[src/hdl/shs_pkg.sv]
// shared constants, gap table and controller/datapath types of the shellsort engine
package shs_pkg;

  localparam int PORT_KEY_W      = 32;
  localparam int DEF_STORE_DEPTH = 64;
  localparam int DEF_KEY_WIDTH   = 32;

  localparam int GAP_W = 7;
  localparam int GAP_N = 4;
  localparam int LVL_W = 2;

  localparam logic [GAP_W-1:0] GAP_TABLE [GAP_N] = '{7'd1, 7'd8, 7'd23, 7'd77};

  typedef enum logic [1:0] {
    RD_OUTER  = 2'd0,
    RD_INNER  = 2'd1,
    RD_INNER2 = 2'd2,
    RD_EMIT   = 2'd3
  } rd_sel_t;

  typedef enum logic [1:0] {
    WR_NONE  = 2'd0,
    WR_LOAD  = 2'd1,
    WR_MOVE  = 2'd2,
    WR_PLACE = 2'd3
  } wr_sel_t;

  typedef struct packed {
    logic    set_level;
    logic    pass_start;
    logic    level_down;
    logic    j_load;
    logic    hold;
    logic    out_load;
    logic    emit_step;
    logic    finish;
    rd_sel_t rd_sel;
    wr_sel_t wr_sel;
  } shs_cmd_t;

  typedef struct packed {
    logic pass_done;
    logic level_zero;
    logic inner_more;
    logic key_less;
    logic emit_last;
    logic out_valid;
  } shs_sts_t;

endpackage

[src/hdl/shs_stream_if.sv]
// valid/ready channel interfaces for key input and sorted key output
interface shs_in_if import shs_pkg::*; ();
  logic                         valid;
  logic                         ready;
  logic signed [PORT_KEY_W-1:0] key_in;
  logic                         is_last;

  modport source (output valid, output key_in, output is_last, input ready);
  modport sink (input valid, input key_in, input is_last, output ready);
endinterface

interface shs_out_if import shs_pkg::*; ();
  logic                         valid;
  logic                         ready;
  logic signed [PORT_KEY_W-1:0] key_out;
  logic                         end_of_set;

  modport source (output valid, output key_out, output end_of_set, input ready);
  modport sink (input valid, input key_out, input end_of_set, output ready);
endinterface

[src/hdl/shs_dp.sv]
// shellsort datapath: key store, indices, held key and output register
module shs_dp import shs_pkg::*; #(
  parameter int STORE_DEPTH = DEF_STORE_DEPTH,
  parameter int KEY_WIDTH   = DEF_KEY_WIDTH
) (
  input  logic                         clk,
  input  logic                         rst,
  input  shs_cmd_t                     cmd,
  output shs_sts_t                     sts,
  input  logic signed [PORT_KEY_W-1:0] key_in,
  input  logic                         out_ready,
  output logic                         out_valid,
  output logic signed [PORT_KEY_W-1:0] key_out,
  output logic                         end_of_set
);

  localparam int IW = (STORE_DEPTH > 1) ? $clog2(STORE_DEPTH) : 1;
  localparam int CW = $clog2(STORE_DEPTH + 1);
  localparam int XW = (CW > GAP_W) ? CW : GAP_W;

  logic signed [KEY_WIDTH-1:0] mem [STORE_DEPTH];
  logic signed [KEY_WIDTH-1:0] rd_data;
  logic signed [KEY_WIDTH-1:0] held;
  logic signed [KEY_WIDTH-1:0] wr_data;
  logic [CW-1:0]    count;
  logic [CW-1:0]    i;
  logic [CW-1:0]    j;
  logic [CW-1:0]    e;
  logic [CW-1:0]    h;
  logic [CW-1:0]    jm;
  logic [CW-1:0]    jmm;
  logic [LVL_W-1:0] level;
  logic [LVL_W-1:0] start_lvl;
  logic [IW-1:0]    rd_addr;
  logic [IW-1:0]    wr_addr;
  logic             wr_en;
  logic             full;

  assign h    = CW'(GAP_TABLE[level]);
  assign jm   = j - h;
  assign jmm  = jm - h;
  assign full = (count >= CW'(STORE_DEPTH));

  // largest gap below the key count, gap 1 at least
  always_comb begin
    start_lvl = '0;
    for (int k = 1; k < GAP_N; k++) begin
      if (XW'(GAP_TABLE[k]) < XW'(count)) begin
        start_lvl = LVL_W'(k);
      end
    end
  end

  always_comb begin
    case (cmd.rd_sel)
      RD_OUTER:  rd_addr = i[IW-1:0];
      RD_INNER:  rd_addr = jm[IW-1:0];
      RD_INNER2: rd_addr = jmm[IW-1:0];
      default:   rd_addr = e[IW-1:0];
    endcase
  end

  always_comb begin
    wr_en   = 1'b0;
    wr_addr = j[IW-1:0];
    wr_data = held;
    case (cmd.wr_sel)
      WR_LOAD: begin
        wr_en   = !full;
        wr_addr = count[IW-1:0];
        wr_data = KEY_WIDTH'(key_in);
      end
      WR_MOVE: begin
        wr_en   = 1'b1;
        wr_data = rd_data;
      end
      WR_PLACE: begin
        wr_en = 1'b1;
      end
      default: wr_en = 1'b0;
    endcase
  end

  // key store, one write and one registered read per cycle
  always_ff @(posedge clk) begin
    if (wr_en) begin
      mem[wr_addr] <= wr_data;
    end
    rd_data <= mem[rd_addr];
  end

  always_ff @(posedge clk) begin
    if (rst) begin
      count     <= '0;
      level     <= '0;
      i         <= '0;
      j         <= '0;
      e         <= '0;
      out_valid <= 1'b0;
    end else begin
      if (cmd.finish) begin
        count <= '0;
      end else if (cmd.wr_sel == WR_LOAD && !full) begin
        count <= count + 1'b1;
      end
      if (cmd.set_level) begin
        level <= start_lvl;
      end else if (cmd.level_down) begin
        level <= level - 1'b1;
      end
      if (cmd.pass_start) begin
        i <= h;
      end else if (cmd.wr_sel == WR_PLACE) begin
        i <= i + 1'b1;
      end
      if (cmd.j_load) begin
        j <= i;
      end else if (cmd.wr_sel == WR_MOVE) begin
        j <= jm;
      end
      if (cmd.finish) begin
        e <= '0;
      end else if (cmd.emit_step) begin
        e <= e + 1'b1;
      end
      if (cmd.out_load) begin
        out_valid <= 1'b1;
      end else if (out_ready) begin
        out_valid <= 1'b0;
      end
    end
  end

  always_ff @(posedge clk) begin
    if (cmd.hold) begin
      held <= rd_data;
    end
    if (cmd.out_load) begin
      key_out    <= PORT_KEY_W'(rd_data);
      end_of_set <= (e + 1'b1 == count);
    end
  end

  assign sts.pass_done  = (i >= count);
  assign sts.level_zero = (level == '0);
  assign sts.inner_more = (jm >= h);
  assign sts.key_less   = (held < rd_data);
  assign sts.emit_last  = end_of_set;
  assign sts.out_valid  = out_valid;

`ifndef SYNTH
  a_move_in_range: assert property (@(posedge clk) disable iff (rst)
    cmd.wr_sel == WR_MOVE |-> (j >= h) && (j < count))
    else $error("shift move outside the held keys");

  a_emit_in_range: assert property (@(posedge clk) disable iff (rst)
    cmd.out_load |-> (e < count))
    else $error("emit index beyond key count");

  a_out_stable: assert property (@(posedge clk) disable iff (rst)
    out_valid && !out_ready |=> out_valid && $stable(key_out) && $stable(end_of_set))
    else $error("sorted key changed while waiting for transfer");
`endif

endmodule

[src/hdl/shs_ctrl.sv]
// shellsort controller: load, gap passes of insertion sort, emit sequencing
module shs_ctrl import shs_pkg::*; (
  input  logic     clk,
  input  logic     rst,
  input  logic     in_valid,
  input  logic     in_is_last,
  input  logic     out_ready,
  input  shs_sts_t sts,
  output logic     in_ready,
  output shs_cmd_t cmd
);

  typedef enum logic [8:0] {
    S_LOAD      = 9'b000000001,
    S_INIT      = 9'b000000010,
    S_PASS      = 9'b000000100,
    S_OUTER     = 9'b000001000,
    S_HOLD      = 9'b000010000,
    S_CMP       = 9'b000100000,
    S_PLACE     = 9'b001000000,
    S_EMIT_RD   = 9'b010000000,
    S_EMIT_WAIT = 9'b100000000
  } state_t;

  state_t state;
  state_t state_next;
  logic   emit_ld;
  logic   emit_ld_next;

  always_comb begin
    state_next   = state;
    emit_ld_next = 1'b0;
    in_ready     = 1'b0;
    cmd          = '0;
    cmd.rd_sel   = RD_EMIT;
    cmd.wr_sel   = WR_NONE;
    unique case (state)
      S_LOAD: begin
        in_ready = 1'b1;
        if (in_valid) begin
          cmd.wr_sel = WR_LOAD;
          if (in_is_last) begin
            state_next = S_INIT;
          end
        end
      end
      S_INIT: begin
        cmd.set_level = 1'b1;
        state_next    = S_PASS;
      end
      S_PASS: begin
        cmd.pass_start = 1'b1;
        state_next     = S_OUTER;
      end
      S_OUTER: begin
        if (sts.pass_done) begin
          if (sts.level_zero) begin
            state_next = S_EMIT_RD;
          end else begin
            cmd.level_down = 1'b1;
            state_next     = S_PASS;
          end
        end else begin
          cmd.rd_sel = RD_OUTER;
          cmd.j_load = 1'b1;
          state_next = S_HOLD;
        end
      end
      S_HOLD: begin
        cmd.hold   = 1'b1;
        cmd.rd_sel = RD_INNER;
        state_next = S_CMP;
      end
      S_CMP: begin
        if (sts.key_less) begin
          cmd.wr_sel = WR_MOVE;
          if (sts.inner_more) begin
            cmd.rd_sel = RD_INNER2;
          end else begin
            state_next = S_PLACE;
          end
        end else begin
          cmd.wr_sel = WR_PLACE;
          state_next = S_OUTER;
        end
      end
      S_PLACE: begin
        cmd.wr_sel = WR_PLACE;
        state_next = S_OUTER;
      end
      S_EMIT_RD: begin
        emit_ld_next = 1'b1;
        state_next   = S_EMIT_WAIT;
      end
      S_EMIT_WAIT: begin
        // on entry, while emit_ld is set, this state loads the output register from the store read
        if (emit_ld) begin
          cmd.out_load = 1'b1;
        end else if (sts.out_valid && out_ready) begin
          if (sts.emit_last) begin
            cmd.finish = 1'b1;
            state_next = S_LOAD;
          end else begin
            cmd.emit_step = 1'b1;
            state_next    = S_EMIT_RD;
          end
        end
      end
      default: state_next = S_LOAD;
    endcase
  end

  always_ff @(posedge clk) begin
    if (rst) begin
      state   <= S_LOAD;
      emit_ld <= 1'b0;
    end else begin
      state   <= state_next;
      emit_ld <= emit_ld_next;
    end
  end

`ifndef SYNTH
  a_load_excl_emit: assert property (@(posedge clk) disable iff (rst)
    in_ready |-> !sts.out_valid)
    else $error("input open while a sorted key is pending");

  a_cmp_entry: assert property (@(posedge clk) disable iff (rst)
    state == S_CMP |-> $past(state) == S_HOLD || $past(state) == S_CMP)
    else $error("compare state entered without a held key");

  a_state_onehot: assert property (@(posedge clk) disable iff (rst)
    $onehot(state))
    else $error("controller state is not one-hot");
`endif

endmodule

[src/hdl/shellsort_engine.sv]
// Shellsort engine top level. Keys are loaded one transfer per cycle until a transfer
// with is_last; keys beyond STORE_DEPTH are dropped, but a dropped key with is_last still
// ends the set. The set is then sorted ascending with gaps 1, 8, 23, 77 (largest gap below
// the count first, gap 1 always) and streamed out with end_of_set on the final key; no new
// input is taken until the last sorted key has been transferred. Timing is set by the
// key store, which has one write port and one registered read port: each insertion step
// reads and holds a key, then shifts larger keys up by the gap until it can be placed,
// and each emitted key is read, registered and held until the sink takes it before the
// next key is read.
module shellsort_engine import shs_pkg::*; #(
  parameter int STORE_DEPTH = DEF_STORE_DEPTH,
  parameter int KEY_WIDTH   = DEF_KEY_WIDTH
) (
  input  logic      clk,
  input  logic      rst,
  shs_in_if.sink    in_ch,
  shs_out_if.source out_ch
);

  shs_cmd_t cmd;
  shs_sts_t sts;

  shs_ctrl u_ctrl (
    .clk        (clk),
    .rst        (rst),
    .in_valid   (in_ch.valid),
    .in_is_last (in_ch.is_last),
    .out_ready  (out_ch.ready),
    .sts        (sts),
    .in_ready   (in_ch.ready),
    .cmd        (cmd)
  );

  shs_dp #(
    .STORE_DEPTH (STORE_DEPTH),
    .KEY_WIDTH   (KEY_WIDTH)
  ) u_dp (
    .clk        (clk),
    .rst        (rst),
    .cmd        (cmd),
    .sts        (sts),
    .key_in     (in_ch.key_in),
    .out_ready  (out_ch.ready),
    .out_valid  (out_ch.valid),
    .key_out    (out_ch.key_out),
    .end_of_set (out_ch.end_of_set)
  );

endmodule

[src/flat_wrapper.sv]
// flat-port wrapper written by rule: the top's interface ports become plain ports
module shellsort_engine_flat import shs_pkg::*;
#(
  parameter int STORE_DEPTH = DEF_STORE_DEPTH,
  parameter int KEY_WIDTH   = DEF_KEY_WIDTH
)
  (clk, rst, in_ch_valid, in_ch_key_in, in_ch_is_last, in_ch_ready, out_ch_valid, out_ch_key_out, out_ch_end_of_set, out_ch_ready);
  shs_in_if in_ch_i ();
  shs_out_if out_ch_i ();
  input  logic clk;
  input  logic rst;
  input wire logic [$bits(in_ch_i.valid)-1:0] in_ch_valid;
  input wire logic [$bits(in_ch_i.key_in)-1:0] in_ch_key_in;
  input wire logic [$bits(in_ch_i.is_last)-1:0] in_ch_is_last;
  output wire logic [$bits(in_ch_i.ready)-1:0] in_ch_ready;
  output wire logic [$bits(out_ch_i.valid)-1:0] out_ch_valid;
  output wire logic [$bits(out_ch_i.key_out)-1:0] out_ch_key_out;
  output wire logic [$bits(out_ch_i.end_of_set)-1:0] out_ch_end_of_set;
  input wire logic [$bits(out_ch_i.ready)-1:0] out_ch_ready;
  assign in_ch_i.valid = in_ch_valid;
  assign in_ch_i.key_in = in_ch_key_in;
  assign in_ch_i.is_last = in_ch_is_last;
  assign in_ch_ready = in_ch_i.ready;
  assign out_ch_valid = out_ch_i.valid;
  assign out_ch_key_out = out_ch_i.key_out;
  assign out_ch_end_of_set = out_ch_i.end_of_set;
  assign out_ch_i.ready = out_ch_ready;
  shellsort_engine #(.STORE_DEPTH(STORE_DEPTH), .KEY_WIDTH(KEY_WIDTH)) u_core (.clk(clk), .rst(rst), .in_ch(in_ch_i), .out_ch(out_ch_i));
endmodule
[config.mk]
export PLATFORM = sky130hd
export DESIGN_NAME = shellsort_engine_flat
export DESIGN_NICKNAME = d
export VERILOG_FILES = /design/src/hdl/shs_pkg.sv /design/src/hdl/shs_stream_if.sv /design/src/hdl/shs_dp.sv /design/src/hdl/shs_ctrl.sv /design/src/hdl/shellsort_engine.sv /design/src/flat_wrapper.sv
export SDC_FILE = /design/constraint.sdc
export NUM_CORES = 2
export LEC_CHECK = 0
export BUFFER_PORTS_ARGS = -buffer_cell sky130_fd_sc_hd__buf_2
export CORE_MARGIN = 1
export CORE_UTILIZATION = 50
export DETAILED_ROUTE_END_ITERATION = 12
export PLACE_DENSITY = 0.61
export SKIP_LAST_GASP = 1
export SLEW_MARGIN = 40
export SYNTH_ARGS = -nofsm -noshare
export SYNTH_HDL_FRONTEND = slang
export SYNTH_HIERARCHICAL = 1
export SYNTH_SLANG_ARGS = --single-unit
[constraint.sdc]
create_clock -name clk -period 13.8 [get_ports clk]
set_input_delay 0.69 -clock clk [delete_from_list [all_inputs] [get_ports clk]]
set_output_delay 0.69 -clock clk [all_outputs]
set_load 0.01 [all_outputs]
Word-level counts from Yosys, hierarchy flattened:

Memory sizes are Yosys's and may differ from the RTL's. A register that Yosys moved wholly into a read port is not among the register bits.
Cells that the tools add are included.

* flip-flop bits (word level): 106
* RAM bits: 2048
* input port bits: 37
* output and inout bits: 35
* word-level logic and storage cells: 112
* memories kept: 1

Memory list
* u_core.u_dp.mem: words 64, bits a word 32, read ports 1, clocked after memory_dff 1, wr ports 1, line shs_dp.sv:21 `logic signed [KEY_WIDTH-1:0] mem [STORE_DEPTH];`

* add/subtract/negate cells: 6
* magnitude comparators: 8
* equality and inequality tests: 20
* muxes and demuxes: 52
* bitwise gates (word level): 1
* reduce and logical (&&, ||, !) cells: 13

Operators by type and width (number)
* $pmux 9 s8: 1
* $pmux 32 s2: 1
* $mux 9: 6
* $mux 7: 6
* $lt 32x32->1: 1
* $mux 8: 3
* $add 7x1->7 const B: 3
* $mux 1: 19
* $mux 2: 9
* $pmux 6 s3: 1
* $bmux 7 s2: 1
* $ge 7x7->1: 2
* $pmux 2 s3: 2
* $eq 9x1->1 const B: 1
* $eq 9x2->1 const B: 1
* $eq 9x3->1 const B: 1
* $eq 9x4->1 const B: 1
* $eq 9x5->1 const B: 1
* $eq 9x6->1 const B: 1
* $eq 9x7->1 const B: 1
* $eq 9x8->1 const B: 1
* $eq 9x9->1 const B: 1
* $ne 2x2->1 const B: 4
* $reduce_bool 2->1: 4
* 21 further kinds: 28

Depth between registers and ports, before layout:

* word-level depth: 11
* mapped depth: 28
* gate-level depth less buffers: 25

Cells and area by module:

Netlist, hierarchy kept.

Modules (own cells, without submodules)
* shs_dp: times used 1, cells an instance 5015, area each 89977.5 um^2, sequential area each 64712.1 um^2
* shs_ctrl: times used 1, cells an instance 88, area each 698.2 um^2, sequential area each 200.2 um^2

Worst setup path before layout:

OpenSTA, ideal clock, no wires.

* path type: reg2reg
* start point: reg u_core.u_dp.rd_data[17] (read register of u_core.u_dp.mem)
* end point: mem u_core/u_dp/mem[0][7] in the netlist's numbering, data pin
* data arrival time: 4.775 ns
* data required time: 13.251 ns
* slack: 8.477 ns
* cell stages (with the launch flop): 20
* period minus slack after synthesis: 5.323 ns
* path through: dfxtp_1 > inv_1 > ha_1 > a21o_1 > a21o_1 > a21o_1 > a21oi_1 > nor2b_1 > o21ai_0 > o311ai_0 > o211ai_1 > nor2b_1 > o21ai_0 > nand2_1 > inv_1 > ha_1 > clkbuf_1 > buf_1 > a22oi_1 > a21oi_1

RTL lines
* start: declaration: line shs_dp.sv:22 `logic signed [KEY_WIDTH-1:0] rd_data;`
* end: declaration: line shs_dp.sv:21

==> flow_summary.toml <==
[synthesis]
synth_top_area_share_pct = 70.0
post-synth-top-count-cell = "edfxtp_1"
synthCells = 5103
yosys-top-cells-area = "edfxtp_1 (70%), mux2i_1 (22%), dfxtp_1 (1.6%)"
ys_top_cells_by_count = "edfxtp_1 (2,113), mux2i_1 (2,026), buf_2 (172)"
syn-cell-area_um2 = 90700
syn_nets = 5202
ys_ff_latch = 2186
syn_area_per_cell_um2 = 17.8
ys_types = 57
yosys.area.top_type = "edfxtp_1"
synth_warnings = 6
synthFlopType = "edfxtp_1"
synthArstFlopShare_pct = 0
ys_seq_area_share_pct = 71.6
synth_edf_count = 2113

[sta]
fin_worst_skew_ns = 0.0336
holdWs_ns = 0.157
tightest_slew_ns = 0.968
grt_setup_unrepaired = "false"
setup_viol = 0
report.final.hold_viol_count = 0
finalMaxSlewViolations = 0
min_period_ns = 8.38
max_freq_mhz = 119
period_share_pct = 60.7
fin_setup_tns_ns = 0
relSlewSlack_pct = 35.5

[placed_design]
dp_hpwl_um = 118000
placed_cell_area_um2 = 94600
numPortBuffers = 71
dp.cells = 7407
gp_congestion = 0.809

[detailed_routing]
viasPerCell = 5.76
drc = 0
drt_iter0_drc = 4047
num_vias = 45200
ant_nets = 0
wire_per_inst_um = 28.2
wl_um = 221000
drtPass1Iterations = 7

[clock_network]
root_buffer = "clkbuf_16"
cts-buffers-inserted = 224
cts_setup_buffers = 0
clock-sinks = 2186
cts_max_path_buffers = 3
cts_tree = "done"
clkLatencyLatePin_ns = 0.86
hold_buffers = 0
cts-resized-gates = 0
clk_pin_slew_ns = 0.06
cts_max_level = 4

[setup_path]
worstPathMaxFanout = 103
crit_required_ns = 14.43
startpoint_type = "flop"
reg2reg_setup_slack_ns = 5.42
critPathKind = "flop to flop"
critPathCaptureType = "flop"
worstPathArrival_ns = 9.01

[die]
core-area_um2 = 179000
ios = 72
die_area_um2 = 183000
num_rows = 155
die_h_um = 428
die_x_um = 428
start_util_pct = 50.6

[global_route]
grt_max_degree = 117
grt_overflow = 0
grt_first_pass_wirelength_um = 316000
grtUsageTotal_pct = 23.9
grt_pass1_vias = 44900
antenna_found_initial = 8

[pwr]
p_int_mw = 11.3
p_sw_share_pct = 22.0
p_total_mw = 14.4
combPwrFrac_pct = 5.3
pwr-share-seq_pct = 53.3
p_sw_mw = 3.17
p_leak_nw = 34.6
powerDensity_nw_per_um2 = 141
vdd_drop_max_mv = 0.106
clockPowerShare_pct = 41.4

[final_layout]
area_growth_syn_to_layout_pct = 12.6
final_cells = 7843
final_cell_area_um2 = 102000
drive_above_1_share_pct = 12.4
nNetsFinal = 5385

[worst_hold_path]
hold_class = "input port to flop"

[job]
maxCapViolCount = 0

[status]
status = "complete, no violations"
-- final timing paths --
path / startpoint / end / depth (start not counted)
setup / recovery: u_core/u_dp/rd_data[17] / u_core/u_dp/rd_data[31] / 23
hold / removal: out_ch_ready / u_core/u_dp/out_valid / 4
setup reg to reg: u_core/u_dp/rd_data[17] / u_core/u_dp/rd_data[31] / 23
hold reg to reg: u_core/u_dp/rd_data[1] / u_core/u_dp/key_out[1] / 0
-- final cells by class --
type	instances	area, um2
Fill cell	13700	77100
Antenna cell	6	15.0
Tap cell	2355	2950
Inverter	57	216
Clock buffer	294	6060
Clock inverter	128	1230
Multi-Input combinational cell	2593	24900
Sequential cell	2186	64900
Timing Repair Buffer	224	1830
-- power groups by stage --
stage	logic, mW	clock network [mW]	registers [mW]
after floorplan	0.349	0	7.85
after global placement	0.721	0	7.84
after detailed placement	0.750	0	7.84
after CTS	0.752	6.09	7.70
after global routing	0.814	6.35	7.70
final	0.762	5.99	7.70
-- cells by family (layout without fill, tap and decap cells) --
kind of cell	after synthesis	in the layout	synth area share, %
DFF	2186	2186	71.6
muxes	2033	2033	22.5
buffers and inverters	324	703	1.97
and+or+nand+nor	287	287	1.48
AOI/OAI and AO/OA	171	171	1.21
adders and majority gates	62	62	0.872
xor gates and xnor gates	40	40	0.395
other	0	6	0
-- registers in the layout, indices dropped and copies added (netlist names) --
register / flops
u_core/u_dp/level: 2
u_core/u_dp/e: 7
u_core/u_dp/j: 7
u_core/u_dp/key_out: 32
u_core/u_dp/count: 7
u_core/u_dp/held: 32
u_core/u_dp/rd_data: 32
u_core/u_ctrl/state: 9
u_core/u_dp/i: 7
u_core/u_dp/end_of_set: 1
u_core/u_ctrl/emit_ld: 1
u_core/u_dp/mem: 2048
u_core/u_dp/out_valid: 1
-- worst max-delay path: stages (launching register included) --
cell and delay, ns:
dfxtp_1 0.84, inv_1 0.10, ha_1 0.34, a21o_1 0.16, a21o_1 0.17, a21o_1 0.18
a21oi_1 0.14, nor2b_1 0.06, o21ai_1 0.56, o311ai_0 0.29, buf_4 0.20, o211ai_1 0.26
nand4_1 0.29, nor2b_1 0.21, buf_4 0.20, mux4_4 0.87, buf_12 0.50, buf_6 0.70
mux2i_1 0.26, mux2i_1 0.10, mux2i_1 0.18, mux2i_1 0.12, mux2i_2 0.62, mux2i_1 0.36
-- placed cells by master, fill, tap and decap left out, types with 12 or more instances in the layout --
cell	n
edfxtp_1	2113
mux2i_1	2019
clkbuf_16	230
buf_4	124
nor2_1	89
dfxtp_1	73
buf_2	71
nor2_4	64
clkbuf_1	58
ha_1	57
inv_1	56
clkinv_1	50
clkinv_2	39
nand2_1	37
a22oi_1	33
a21oi_4	33
a21oi_1	31
xnor2_1	25
bufinv_16	21
o21ai_0	18
a21o_1	16
nor3_1	15
nand4_1	14
xor2_1	14
nor2b_1	13
buf_12	12
-- routing by layer --
layer	global-route usage [%]	share of wire, %	wire, um
met2	39.5	48	107000
met3	3.12	4.7	10500
met5	0	0	0
met4	5.63	1.9	4160
met1	33.7	45	99600
-- metrics by stage --
stage | setup slack, ns | utilization (%)
2_1_floorplan | 8.48 | -
3_3_place_gp | 4.57 | 52.7
3_5_place_dp | 5.45 | 52.8
4_1_cts | 5.38 | 56.9
5_1_grt | 5.27 | 57.0
6_report | 5.42 | 57.0
(Power assumes the default switching activity.)
